--- src/sv/gqi_pkg.sv ---
// constants, types and operand tables for the gyro quaternion integrator
// no dependencies; imported by gyro_quaternion_integrator_top
package gqi_pkg;

	localparam int FRAC_BITS_DEF = 30;
	localparam int RATE_BITS_DEF = 16;

	localparam int KIND_W     = 2;
	localparam int TIME_W     = 48;
	localparam int RATE_W     = 16;
	localparam int GAP_W      = 20;
	localparam int MAT_W      = 32;
	localparam int IN_DATA_W  = 2 * TIME_W + 3 * RATE_W;
	localparam int OUT_DATA_W = 9 * MAT_W;

	localparam logic [KIND_W-1:0] KIND_BEGIN  = 2'd0;
	localparam logic [KIND_W-1:0] KIND_SAMPLE = 2'd1;
	localparam logic [KIND_W-1:0] KIND_FINISH = 2'd2;

	localparam logic [GAP_W-1:0] GAP_RESET = 20'd100000;
	localparam logic [31:0]      H_DIVISOR = 32'd62500;
	localparam logic [63:0]      H_ROUND   = 64'd31250;
	localparam logic signed [35:0] ONE_Q30 = 36'sd1073741824;

	// one product term of the quaternion update
	typedef struct packed {
		logic [1:0] tgt;
		logic [1:0] hsel;
		logic [1:0] qsel;
		logic       neg;
	} u_term_t;

	// one product term of the rotation matrix
	typedef struct packed {
		logic [1:0] asel;
		logic [1:0] bsel;
		logic       sub;
		logic       diag;
	} m_term_t;

	function automatic logic [31:0] abs32(input logic signed [31:0] v);
		return v[31] ? 32'(-v) : 32'(v);
	endfunction

	function automatic u_term_t u_term(input logic [3:0] k);
		u_term_t t;
		unique case (k)
			4'd0:    t = '{2'd0, 2'd0, 2'd3, 1'b0};
			4'd1:    t = '{2'd0, 2'd1, 2'd2, 1'b0};
			4'd2:    t = '{2'd0, 2'd2, 2'd1, 1'b1};
			4'd3:    t = '{2'd1, 2'd1, 2'd3, 1'b0};
			4'd4:    t = '{2'd1, 2'd2, 2'd0, 1'b0};
			4'd5:    t = '{2'd1, 2'd0, 2'd2, 1'b1};
			4'd6:    t = '{2'd2, 2'd2, 2'd3, 1'b0};
			4'd7:    t = '{2'd2, 2'd0, 2'd1, 1'b0};
			4'd8:    t = '{2'd2, 2'd1, 2'd0, 1'b1};
			4'd9:    t = '{2'd3, 2'd0, 2'd0, 1'b1};
			4'd10:   t = '{2'd3, 2'd1, 2'd1, 1'b1};
			4'd11:   t = '{2'd3, 2'd2, 2'd2, 1'b1};
			default: t = '{2'd0, 2'd0, 2'd0, 1'b0};
		endcase
		return t;
	endfunction

	// k[4:1] is the matrix element, k[0] its first or second product
	function automatic m_term_t m_term(input logic [4:0] k);
		logic [1:0] a0, b0, a1, b1;
		logic       sub, diag;
		a0 = 2'd0; b0 = 2'd0; a1 = 2'd0; b1 = 2'd0; sub = 1'b0; diag = 1'b0;
		unique case (k[4:1])
			4'd0: begin a0 = 2'd1; b0 = 2'd1; a1 = 2'd2; b1 = 2'd2; diag = 1'b1; end
			4'd1: begin a0 = 2'd0; b0 = 2'd1; a1 = 2'd3; b1 = 2'd2; sub = 1'b1; end
			4'd2: begin a0 = 2'd0; b0 = 2'd2; a1 = 2'd3; b1 = 2'd1; end
			4'd3: begin a0 = 2'd0; b0 = 2'd1; a1 = 2'd3; b1 = 2'd2; end
			4'd4: begin a0 = 2'd0; b0 = 2'd0; a1 = 2'd2; b1 = 2'd2; diag = 1'b1; end
			4'd5: begin a0 = 2'd1; b0 = 2'd2; a1 = 2'd3; b1 = 2'd0; sub = 1'b1; end
			4'd6: begin a0 = 2'd0; b0 = 2'd2; a1 = 2'd3; b1 = 2'd1; sub = 1'b1; end
			4'd7: begin a0 = 2'd1; b0 = 2'd2; a1 = 2'd3; b1 = 2'd0; end
			4'd8: begin a0 = 2'd0; b0 = 2'd0; a1 = 2'd1; b1 = 2'd1; diag = 1'b1; end
			default: begin end
		endcase
		return k[0] ? m_term_t'{a1, b1, sub, diag} : m_term_t'{a0, b0, 1'b0, diag};
	endfunction

endpackage

--- src/sv/gyro_quaternion_integrator_top.sv ---
// gyro quaternion integrator: window bookkeeping, bit-serial arithmetic, matrix output
// depends on gqi_pkg
//
// channel  direction  handshake             payload
// cfg      in         cfg_valid/cfg_ready   cfg_data = max_gap_us
// s        in         s_tvalid/s_tready     s_tdata, s_tuser = kind
// m        out        m_tvalid/m_tready     m_tdata = matrix, m_tuser = skipped
//
// begin, ignored kinds and samples that are not integrated are handled in S_IDLE, an identity finish
// also passes S_EMIT. an integrated sample is worked by the shared shift-add multiplier and the
// restoring divider, with a square root in between; a finish with a matrix uses only the
// shared multiplier.
// reset is asynchronous; there is no clearing pass. s_tready is low while a sample or
// matrix is being worked; a finished matrix waits in the output register for m_tready.
module gyro_quaternion_integrator_top #(
	parameter int FRAC_BITS = gqi_pkg::FRAC_BITS_DEF,
	parameter int RATE_BITS = gqi_pkg::RATE_BITS_DEF
) (
	input  logic                            clk,
	input  logic                            arst_n,
	input  logic                            cfg_valid,
	output logic                            cfg_ready,
	input  logic [gqi_pkg::GAP_W-1:0]       cfg_data,
	input  logic                            s_tvalid,
	output logic                            s_tready,
	// time_us, window_end_us, rate_x, rate_y, rate_z
	input  logic [gqi_pkg::IN_DATA_W-1:0]   s_tdata,
	// kind
	input  logic [gqi_pkg::KIND_W-1:0]      s_tuser,
	output logic                            m_tvalid,
	input  logic                            m_tready,
	// m00, m01, m02, m10, m11, m12, m20, m21, m22
	output logic [gqi_pkg::OUT_DATA_W-1:0]  m_tdata,
	// skipped
	output logic [0:0]                      m_tuser
);
	import gqi_pkg::*;

	localparam logic [31:0] R_MASK = 32'((64'd1 << RATE_BITS) - 64'd1);
	localparam logic [31:0] R_SIGN = 32'(64'd1 << (RATE_BITS - 1));
	localparam logic signed [31:0] ATT_ONE = 32'(64'd1 << FRAC_BITS);
	localparam int H_SH = FRAC_BITS - 16;
	localparam logic [63:0] U_HALF = 64'd1 << (FRAC_BITS - 1);
	localparam int M_SH = 2 * FRAC_BITS - 31;
	localparam logic [63:0] M_HALF = 64'd1 << (M_SH - 1);

	typedef enum logic [4:0] {
		S_IDLE, S_H_MUL, S_H_MULW, S_H_DIV, S_H_DIVW, S_H_SAT,
		S_U_MUL, S_U_MULW, S_U_ACC, S_MAG, S_SHIFT,
		S_N_MUL, S_N_MULW, S_N_ACC, S_SQRT, S_SQRTW,
		S_Q_DIV, S_Q_DIVW, S_Q_STORE, S_M_MUL, S_M_MULW, S_M_ACC, S_EMIT
	} state_t;

	state_t state_q;
	logic [5:0] cnt_q;
	logic [4:0] idx_q;

	logic [GAP_W-1:0]  gap_q;
	logic [TIME_W-1:0] ws_q, wstop_q, prev_time_q;
	logic signed [RATE_BITS-1:0] prev_rate_q [3];
	logic have_prev_q, first_late_q, skip_q;
	logic signed [31:0] att_q [4];
	logic signed [MAT_W-1:0] mat_q [9];

	// datapath
	logic signed [RATE_BITS:0] s_q [3];
	logic [GAP_W-1:0] dt_q;
	logic signed [31:0] h_q [3];
	logic signed [35:0] u_q [4];
	logic [34:0] mag_q [4];
	logic [63:0] n2_q;
	logic signed [63:0] acc_q;
	logic [31:0] mul_a_q;
	logic [63:0] mul_p_q;
	logic        mul_neg_q;
	logic [63:0] div_dq_q;
	logic [31:0] div_rem_q, div_dv_q;
	logic [63:0] sq_n_q;
	logic [33:0] sq_rem_q;
	logic [31:0] sq_root_q;

	// input fields
	logic [TIME_W-1:0] t_in, wend_in, dt_w;
	logic [31:0] r_tmp [3];
	logic signed [RATE_BITS-1:0] r_in [3];
	logic signed [RATE_BITS:0] s_in [3];
	logic in_xfer, pair_ok, go_int, fin_skip;

	assign t_in    = s_tdata[TIME_W-1:0];
	assign wend_in = s_tdata[2*TIME_W-1:TIME_W];
	assign dt_w    = t_in - prev_time_q;

	always_comb begin
		for (int i = 0; i < 3; i++) begin
			r_tmp[i] = (({16'b0, s_tdata[2*TIME_W+RATE_W*i +: RATE_W]} & R_MASK) ^ R_SIGN)
				- R_SIGN;
			r_in[i] = r_tmp[i][RATE_BITS-1:0];
			s_in[i] = {prev_rate_q[i][RATE_BITS-1], prev_rate_q[i]} + {r_in[i][RATE_BITS-1], r_in[i]};
		end
	end

	assign in_xfer = s_tvalid && s_tready;
	assign pair_ok = (prev_time_q >= ws_q) && (t_in <= wstop_q) && (t_in > prev_time_q)
		&& (dt_w[TIME_W-1:GAP_W] == '0) && (dt_w[GAP_W-1:0] < gap_q);
	assign go_int   = in_xfer && (s_tuser == KIND_SAMPLE) && have_prev_q && pair_ok;
	assign fin_skip = !have_prev_q || first_late_q;

	assign s_tready  = (state_q == S_IDLE);
	assign cfg_ready = 1'b1;

	// multiplier operand selection
	u_term_t ut;
	m_term_t mt;
	logic [RATE_BITS:0] s_abs_w;
	logic [31:0] mul_a_w, mul_b_w;
	logic mul_neg_w, mul_start;

	assign ut = u_term(idx_q[3:0]);
	assign mt = m_term(idx_q);
	assign s_abs_w = s_q[idx_q[1:0]][RATE_BITS] ? (RATE_BITS+1)'(0) - s_q[idx_q[1:0]]
		: s_q[idx_q[1:0]];

	always_comb begin
		mul_a_w   = '0;
		mul_b_w   = '0;
		mul_neg_w = 1'b0;
		mul_start = 1'b0;
		unique case (state_q)
			S_H_MUL: begin
				mul_start = 1'b1;
				mul_a_w   = {{(31-RATE_BITS){1'b0}}, s_abs_w};
				mul_b_w   = {{(32-GAP_W){1'b0}}, dt_q};
				mul_neg_w = s_q[idx_q[1:0]][RATE_BITS];
			end
			S_U_MUL: begin
				mul_start = 1'b1;
				mul_a_w   = abs32(h_q[ut.hsel]);
				mul_b_w   = abs32(att_q[ut.qsel]);
				mul_neg_w = h_q[ut.hsel][31] ^ att_q[ut.qsel][31] ^ ut.neg;
			end
			S_N_MUL: begin
				mul_start = 1'b1;
				mul_a_w   = mag_q[idx_q[1:0]][31:0];
				mul_b_w   = mag_q[idx_q[1:0]][31:0];
			end
			S_M_MUL: begin
				mul_start = 1'b1;
				mul_a_w   = abs32(att_q[mt.asel]);
				mul_b_w   = abs32(att_q[mt.bsel]);
				mul_neg_w = att_q[mt.asel][31] ^ att_q[mt.bsel][31] ^ mt.sub;
			end
			default: begin end
		endcase
	end

	// serial step logic
	logic [32:0] mul_sum;
	logic [32:0] div_cand, div_diff;
	logic        div_ge;
	logic [35:0] sq_cand, sq_trial;
	logic        sq_ge;

	assign mul_sum  = {1'b0, mul_p_q[63:32]} + (mul_p_q[0] ? {1'b0, mul_a_q} : 33'd0);
	assign div_cand = {div_rem_q, div_dq_q[63]};
	assign div_ge   = div_cand >= {1'b0, div_dv_q};
	assign div_diff = div_cand - {1'b0, div_dv_q};
	assign sq_cand  = {sq_rem_q, sq_n_q[63:62]};
	assign sq_trial = {2'b0, sq_root_q, 2'b01};
	assign sq_ge    = sq_cand >= sq_trial;

	// product rounding, saturation and matrix element
	logic [63:0] u_rnd_w, q_num_w, h_quo_w;
	logic signed [35:0] u_t;
	logic [31:0] h_sat_w;
	logic signed [63:0] m_p_s, acc_sum, m_mag;
	logic [63:0] m_rnd;
	logic signed [35:0] m_val, m_fin;
	logic big_w;

	assign u_rnd_w = (mul_p_q + U_HALF) >> FRAC_BITS;
	assign u_t     = signed'(u_rnd_w[35:0]);
	assign h_quo_w = div_dq_q;
	assign h_sat_w = (h_quo_w > 64'h7FFF_FFFF) ? 32'h7FFF_FFFF : h_quo_w[31:0];
	assign q_num_w = ({29'b0, mag_q[idx_q[1:0]]} << FRAC_BITS) + {33'b0, sq_root_q[31:1]};
	assign m_p_s   = signed'(mul_p_q);
	assign acc_sum = acc_q + (mul_neg_q ? -m_p_s : m_p_s);
	assign m_mag   = acc_sum[63] ? -acc_sum : acc_sum;
	assign m_rnd   = (64'(m_mag) + M_HALF) >> M_SH;

	always_comb begin
		m_val = acc_sum[63] ? -signed'(m_rnd[35:0]) : signed'(m_rnd[35:0]);
		if (mt.diag) begin
			m_val = ONE_Q30 - m_val;
		end
		if (m_val > ONE_Q30) begin
			m_fin = ONE_Q30;
		end else if (m_val < -ONE_Q30) begin
			m_fin = -ONE_Q30;
		end else begin
			m_fin = m_val;
		end
	end

	always_comb begin
		big_w = 1'b0;
		for (int i = 0; i < 4; i++) begin
			if (mag_q[i][34:31] != '0) begin
				big_w = 1'b1;
			end
		end
	end

	// arithmetic registers
	always_ff @(posedge clk) begin
		if (mul_start) begin
			mul_a_q   <= mul_a_w;
			mul_p_q   <= {32'b0, mul_b_w};
			mul_neg_q <= mul_neg_w;
		end else if (state_q == S_H_MULW || state_q == S_U_MULW || state_q == S_N_MULW
			|| state_q == S_M_MULW) begin
			mul_p_q <= {mul_sum, mul_p_q[31:1]};
		end

		if (state_q == S_H_DIV) begin
			div_dq_q  <= (mul_p_q << H_SH) + H_ROUND;
			div_rem_q <= '0;
			div_dv_q  <= H_DIVISOR;
		end else if (state_q == S_Q_DIV) begin
			div_dq_q  <= q_num_w;
			div_rem_q <= '0;
			div_dv_q  <= sq_root_q;
		end else if (state_q == S_H_DIVW || state_q == S_Q_DIVW) begin
			div_dq_q  <= {div_dq_q[62:0], div_ge};
			div_rem_q <= div_ge ? div_diff[31:0] : div_cand[31:0];
		end

		if (state_q == S_SQRT) begin
			sq_n_q    <= n2_q;
			sq_rem_q  <= '0;
			sq_root_q <= '0;
		end else if (state_q == S_SQRTW) begin
			sq_n_q    <= {sq_n_q[61:0], 2'b00};
			sq_rem_q  <= sq_ge ? 34'(sq_cand - sq_trial) : sq_cand[33:0];
			sq_root_q <= {sq_root_q[30:0], sq_ge};
		end

		if (go_int) begin
			s_q  <= s_in;
			dt_q <= dt_w[GAP_W-1:0];
			for (int i = 0; i < 4; i++) begin
				u_q[i] <= 36'(att_q[i]);
			end
		end

		if (state_q == S_H_SAT) begin
			h_q[idx_q[1:0]] <= mul_neg_q ? -signed'(h_sat_w) : signed'(h_sat_w);
		end

		if (state_q == S_U_ACC) begin
			u_q[ut.tgt] <= u_q[ut.tgt] + (mul_neg_q ? -u_t : u_t);
		end

		if (state_q == S_MAG) begin
			n2_q <= '0;
			for (int i = 0; i < 4; i++) begin
				mag_q[i] <= u_q[i][35] ? 35'(-u_q[i]) : u_q[i][34:0];
			end
		end else if (state_q == S_SHIFT && big_w) begin
			for (int i = 0; i < 4; i++) begin
				mag_q[i] <= mag_q[i] >> 1;
			end
		end

		if (state_q == S_N_ACC) begin
			n2_q <= n2_q + mul_p_q;
		end

		if (state_q == S_IDLE) begin
			acc_q <= '0;
		end else if (state_q == S_M_ACC) begin
			acc_q <= idx_q[0] ? 64'sd0 : acc_sum;
		end
	end

	// sequencer, architectural state and output register
	always_ff @(posedge clk or negedge arst_n) begin
		if (!arst_n) begin
			state_q      <= S_IDLE;
			cnt_q        <= '0;
			idx_q        <= '0;
			m_tvalid     <= 1'b0;
			m_tdata      <= '0;
			m_tuser      <= '0;
			skip_q       <= 1'b0;
			gap_q        <= GAP_RESET;
			ws_q         <= '0;
			wstop_q      <= '0;
			prev_time_q  <= '0;
			have_prev_q  <= 1'b0;
			first_late_q <= 1'b0;
			for (int i = 0; i < 3; i++) begin
				prev_rate_q[i] <= '0;
			end
			for (int e = 0; e < 9; e++) begin
				mat_q[e] <= '0;
			end
			att_q[0] <= '0;
			att_q[1] <= '0;
			att_q[2] <= '0;
			att_q[3] <= ATT_ONE;
		end else begin
			if (cfg_valid && cfg_ready) begin
				gap_q <= cfg_data;
			end
			// in S_EMIT the output register is reloaded below
			if (m_tvalid && m_tready && state_q != S_EMIT) begin
				m_tvalid <= 1'b0;
			end

			unique case (state_q)
				S_IDLE: begin
					if (in_xfer) begin
						unique case (s_tuser)
							KIND_BEGIN: begin
								ws_q         <= t_in;
								wstop_q      <= wend_in;
								have_prev_q  <= 1'b0;
								first_late_q <= 1'b0;
								att_q[0]     <= '0;
								att_q[1]     <= '0;
								att_q[2]     <= '0;
								att_q[3]     <= ATT_ONE;
							end
							KIND_SAMPLE: begin
								if (!have_prev_q) begin
									first_late_q <= t_in > ws_q;
									have_prev_q  <= 1'b1;
								end
								prev_time_q <= t_in;
								prev_rate_q <= r_in;
								if (go_int) begin
									idx_q   <= '0;
									state_q <= S_H_MUL;
								end
							end
							KIND_FINISH: begin
								skip_q <= fin_skip;
								idx_q  <= '0;
								if (fin_skip) begin
									for (int e = 0; e < 9; e++) begin
										mat_q[e] <= (e % 4 == 0) ? 32'(ONE_Q30) : '0;
									end
									state_q <= S_EMIT;
								end else begin
									state_q <= S_M_MUL;
								end
							end
							default: begin end
						endcase
					end
				end
				S_H_MUL: begin
					cnt_q   <= '0;
					state_q <= S_H_MULW;
				end
				S_H_MULW: begin
					cnt_q <= cnt_q + 6'd1;
					if (cnt_q == 6'd31) state_q <= S_H_DIV;
				end
				S_H_DIV: begin
					cnt_q   <= '0;
					state_q <= S_H_DIVW;
				end
				S_H_DIVW: begin
					cnt_q <= cnt_q + 6'd1;
					if (cnt_q == 6'd63) state_q <= S_H_SAT;
				end
				S_H_SAT: begin
					if (idx_q == 5'd2) begin
						idx_q   <= '0;
						state_q <= S_U_MUL;
					end else begin
						idx_q   <= idx_q + 5'd1;
						state_q <= S_H_MUL;
					end
				end
				S_U_MUL: begin
					cnt_q   <= '0;
					state_q <= S_U_MULW;
				end
				S_U_MULW: begin
					cnt_q <= cnt_q + 6'd1;
					if (cnt_q == 6'd31) state_q <= S_U_ACC;
				end
				S_U_ACC: begin
					if (idx_q == 5'd11) begin
						state_q <= S_MAG;
					end else begin
						idx_q   <= idx_q + 5'd1;
						state_q <= S_U_MUL;
					end
				end
				S_MAG: begin
					state_q <= S_SHIFT;
				end
				S_SHIFT: begin
					// halve all four magnitudes until each fits in 31 bits
					if (!big_w) begin
						idx_q   <= '0;
						state_q <= S_N_MUL;
					end
				end
				S_N_MUL: begin
					cnt_q   <= '0;
					state_q <= S_N_MULW;
				end
				S_N_MULW: begin
					cnt_q <= cnt_q + 6'd1;
					if (cnt_q == 6'd31) state_q <= S_N_ACC;
				end
				S_N_ACC: begin
					if (idx_q == 5'd3) begin
						state_q <= S_SQRT;
					end else begin
						idx_q   <= idx_q + 5'd1;
						state_q <= S_N_MUL;
					end
				end
				S_SQRT: begin
					cnt_q   <= '0;
					state_q <= S_SQRTW;
				end
				S_SQRTW: begin
					cnt_q <= cnt_q + 6'd1;
					if (cnt_q == 6'd31) begin
						idx_q   <= '0;
						state_q <= S_Q_DIV;
					end
				end
				S_Q_DIV: begin
					// zero norm leaves the attitude as it was
					cnt_q   <= '0;
					state_q <= (sq_root_q == '0) ? S_IDLE : S_Q_DIVW;
				end
				S_Q_DIVW: begin
					cnt_q <= cnt_q + 6'd1;
					if (cnt_q == 6'd63) state_q <= S_Q_STORE;
				end
				S_Q_STORE: begin
					att_q[idx_q[1:0]] <= u_q[idx_q[1:0]][35] ? -signed'(div_dq_q[31:0])
						: signed'(div_dq_q[31:0]);
					if (idx_q == 5'd3) begin
						state_q <= S_IDLE;
					end else begin
						idx_q   <= idx_q + 5'd1;
						state_q <= S_Q_DIV;
					end
				end
				S_M_MUL: begin
					cnt_q   <= '0;
					state_q <= S_M_MULW;
				end
				S_M_MULW: begin
					cnt_q <= cnt_q + 6'd1;
					if (cnt_q == 6'd31) state_q <= S_M_ACC;
				end
				S_M_ACC: begin
					if (idx_q[0]) begin
						mat_q[idx_q[4:1]] <= m_fin[31:0];
					end
					if (idx_q == 5'd17) begin
						state_q <= S_EMIT;
					end else begin
						idx_q   <= idx_q + 5'd1;
						state_q <= S_M_MUL;
					end
				end
				S_EMIT: begin
					if (!m_tvalid || m_tready) begin
						for (int e = 0; e < 9; e++) begin
							m_tdata[MAT_W*e +: MAT_W] <= mat_q[e];
						end
						m_tuser[0] <= skip_q;
						m_tvalid   <= 1'b1;
						state_q    <= S_IDLE;
					end
				end
				default: state_q <= S_IDLE;
			endcase
		end
	end

	a_fin_busy: assert property (@(posedge clk) disable iff (!arst_n)
		in_xfer && (s_tuser == KIND_FINISH) |=> !s_tready)
		else $error("finish transfer did not hold off the input");

	a_skip_identity: assert property (@(posedge clk) disable iff (!arst_n)
		m_tvalid && m_tuser[0] |-> (m_tdata[31:0] == 32'h4000_0000)
			&& (m_tdata[63:32] == 32'h0) && (m_tdata[159:128] == 32'h4000_0000)
			&& (m_tdata[287:256] == 32'h4000_0000))
		else $error("skipped result is not identity");

	a_out_range: assert property (@(posedge clk) disable iff (!arst_n)
		m_tvalid |-> ($signed(m_tdata[31:0]) <= 32'sh4000_0000)
			&& ($signed(m_tdata[31:0]) >= -32'sh4000_0000))
		else $error("matrix element outside clamp range");

	a_att_unit: assert property (@(posedge clk) disable iff (!arst_n)
		(att_q[3] <= ATT_ONE) && (att_q[3] >= -ATT_ONE))
		else $error("attitude w outside unit range");

endmodule
--- config.mk ---
export PLATFORM = sky130hd
export DESIGN_NAME = gyro_quaternion_integrator_top
export DESIGN_NICKNAME = d
export VERILOG_FILES = /design/src/sv/gqi_pkg.sv /design/src/sv/gyro_quaternion_integrator_top.sv
export SDC_FILE = /design/constraint.sdc
export NUM_CORES = 2
export LEC_CHECK = 0
export BUFFER_PORTS_ARGS = -buffer_cell sky130_fd_sc_hd__buf_2
export CORE_ASPECT_RATIO = 1.2
export CORE_MARGIN = 2
export CORE_UTILIZATION = 45
export DETAILED_ROUTE_END_ITERATION = 12
export GPL_ROUTABILITY_DRIVEN = 0
export GPL_TIMING_DRIVEN = 1
export PLACE_DENSITY = 0.7
export SLEW_MARGIN = 20
export SYNTH_ARGS = -nofsm -noshare
export SYNTH_HDL_FRONTEND = slang
export SYNTH_SLANG_ARGS = --single-unit
--- constraint.sdc ---
create_clock -name clk -period 12.7 [get_ports clk]
set_input_delay 1.27 -clock clk [delete_from_list [all_inputs] [get_ports clk]]
set_output_delay 1.27 -clock clk [all_outputs]
set_load 0.02 [all_outputs]
==> out/qor.csv <==
metric;value;unit
status;complete, no violations;
holdBufCountCts;0;
path_class;flop to flop;
synth_commonest_cells;nand2_1, o21ai_0, dfrtp_1;
synthArstFlopShare;0.501;
total_power;12.7;mW
grt_usage;0.299;
power_frac_comb;0.022;
final.min_clock_period;12.01;ns
period_share;0.946;
tightest_slew;1.26;ns
die_area;260000;um2
finClkSkew;0.103;ns
cts_buffer_depth;4;
path_buf_inv;2;
finalSetupTns;0;ns
fmax;83.3;MHz
ys.warnings.count;0;
p_seq_frac;0.490;
htree_levels;4;
nets;13300;
synth.top_cells.by_area;dfrtp_1, edfxtp_1, nand2_1, ha_1, o21ai_0;
start_kind;flop;
place_hpwl;287;mm
rsz0062_at_grt;false;
power.switching;2.81;mW
synth_area_leader_cell;dfrtp_1;
insertion_delay;0.93;ns
synth_area;115000;um2
synth_seq_cells;1871;
drc_errors;0;
grt_max_degree;192;
crit_path_top_delay_cell;nor4_4;
power_leakage;56.7;nW
drt-pass1-iter-count;10;
cp_top_family;simple AND/OR/NAND/NOR gates;
power_density;99.2;nW/um2
vias;99400;
final-setup-viol-count;0;
grt_pass1_vias;94200;
max_stage_delay;0.61;ns
clkSinkCount;1871;
initial_utilization;0.452;
port_buffers;461;
ant_nets;0;
grt_pass1_wl;592;mm
grt-ovfl-total;0;
rows;203;
root_buffer;clkbuf_16;
die_h;558;um
synth_nets;13100;
synth_edf_count;705;
holdCritPathClass;primary input to asynchronous set/reset pin;
finalMaxSlewViolations;0;
clkSlewWorstSetupHoldPaths;0.06;ns
cp_max_fo;33;
swShare;0.221;
peakVddDrop;0.133;mV
first_iter_violations;11300;
crit_path_end_kind;flop;
avgSynthCellArea;9.33;um2
ys.flop_type;dfrtp_1;
setup_ws;0.689;ns
area_delta_synth_final;11.6;%
die_x;465;um
worstPathRequired;13.49;ns
yosysMostFrequentCell;nand2_1;
synth_cell_types;126;
internal_power;9.92;mW
cts_tree;built;
antenna_found_initial;22;
io_pins;463;
seq_area_frac_synth;0.428;
hold_viol;0;
vias_per_cell;6.16;
cts_setup_buffers;0;
drv_cap;0;
max-slew-margin-rel;0.159;
core_area;255000;um2
cts_buffers;203;
synth_cells;12300;
routed_wl;399;mm
synth_top_area_share;0.202;
place_ws;0.541;ns
clockPowerShare;0.489;
wl_per_cell;24.7;um
critPathArrivalTime;12.80;ns
drive_gt1_frac;0.139;
flip-flops by register name, summed over array words and instances, names as in the netlist, 32 cells and up:
signal       flops
div_dv_q        32
div_dq_q        64
sq_rem_q        34
s_q             51
m_tdata        288
mag_q          140
div_rem_q       32
ws_q            48
wstop_q         48
n2_q            64
att_q          128
h_q             96
prev_rate_q     48
sq_root_q       32
u_q            144
mat_q          288
m_p_s           64
prev_time_q     48
sq_n_q          64
mul_a_q         32
acc_q           64
cell type report:
class	instances	area, um2
Fill cell	23300	126000
Multi-Input combinational cell	9221	61400
Sequential cell	1871	49200
Clock buffer	276	5780
Timing Repair Buffer	728	4460
Tap cell	3382	4230
Inverter	547	2050
Clock inverter	95	1090
Antenna cell	21	52.6
worst paths after layout:
check                           from      endpoint  slack [ns]  cells after the start
setup / recovery            m_p_s[3]     mat_q[38]        0.69                     40
hold / removal                arst_n  m_tdata[159]        0.36                      1
setup reg to reg            m_p_s[3]     mat_q[38]        0.69                     40
hold reg to reg            acc_q[44]     acc_q[44]        0.46                      2
max in group asynchronous     arst_n      ws_q[16]        9.53                      4
min in group clk           acc_q[44]     acc_q[44]        0.46                      2
cell usage in the layout, fill, tap and decap left out, types with 112 or more instances in the layout:
cell and instances:
o31ai_1 344, buf_4 252, clkbuf_16 210, edfxtp_1 705, nor3_1 200, nand3_1 355, dfrtp_1 928, buf_2 460
and3_1 120, a31oi_1 124, xnor2_1 472, mux2_2 402, a21oi_1 525, inv_1 536, nand2_1 1854, o21ai_0 1147
nor2_1 659, nand4_1 128, xor2_1 396, a22oi_1 112, ha_1 548, mux2i_1 143, a21o_1 124, dfxtp_1 229
routing by layer:
metal  GRT usage  part of all wire  vias to the layer above
met3      0.0833             0.099                     1436
met2       0.469              0.45                     5144
met1       0.344              0.36                    47800
met4       0.237             0.095                       14
li1            -                 -                    45000
met5           0           0.00027                        -
repair_timing:
item,4_1_cts,5_1_grt
setup endpoints to repair,0,229
hold endpoints to repair,0,0
gates resized for setup,0,3
through the flow:
| step | cells | utilization | cell area (um2) | hold slack [ns] |
|---|---|---|---|---|
| finish | 16100 | 0.504 | 128000 | 0.360 |
| global route | 16100 | 0.504 | 128000 | 0.405 |
| CTS | 16100 | 0.503 | 128000 | 0.373 |
| detailed placement | 15700 | 0.476 | 121000 | 0.453 |
| global placement | 15700 | 0.476 | 121000 | 0.446 |
| floorplan | 12300 | - | 115000 | 0.427 |
cells by family (layout without fill, tap and decap cells):
group                      count (synthesis)  in the layout  share of synthesized area
AOI/OAI and AO/OA                       3105           3105                      0.171
other                                      1             22                  0.0000326
buffers and inverters                   1233           1646                     0.0420
and+or+nand+nor                         4057           4057                      0.163
muxes                                    617            617                     0.0658
xor gates and xnor gates                 883            883                     0.0681
DFF                                     1871           1871                      0.428
adders and majority gates                558            558                     0.0613
power by group through the flow:
stage | clock network (mW) | logic (mW) | registers [mW]
4_1_cts | 6.25 | 0.273 | 6.24
2_1_floorplan | 0 | 0.118 | 6.36
3_5_place_dp | 0 | 0.271 | 6.36
3_3_place_gp | 0 | 0.268 | 6.36
5_1_grt | 6.49 | 0.308 | 6.23
6_report | 6.22 | 0.274 | 6.24
Note: power is estimated with default switching activity, not from simulation.
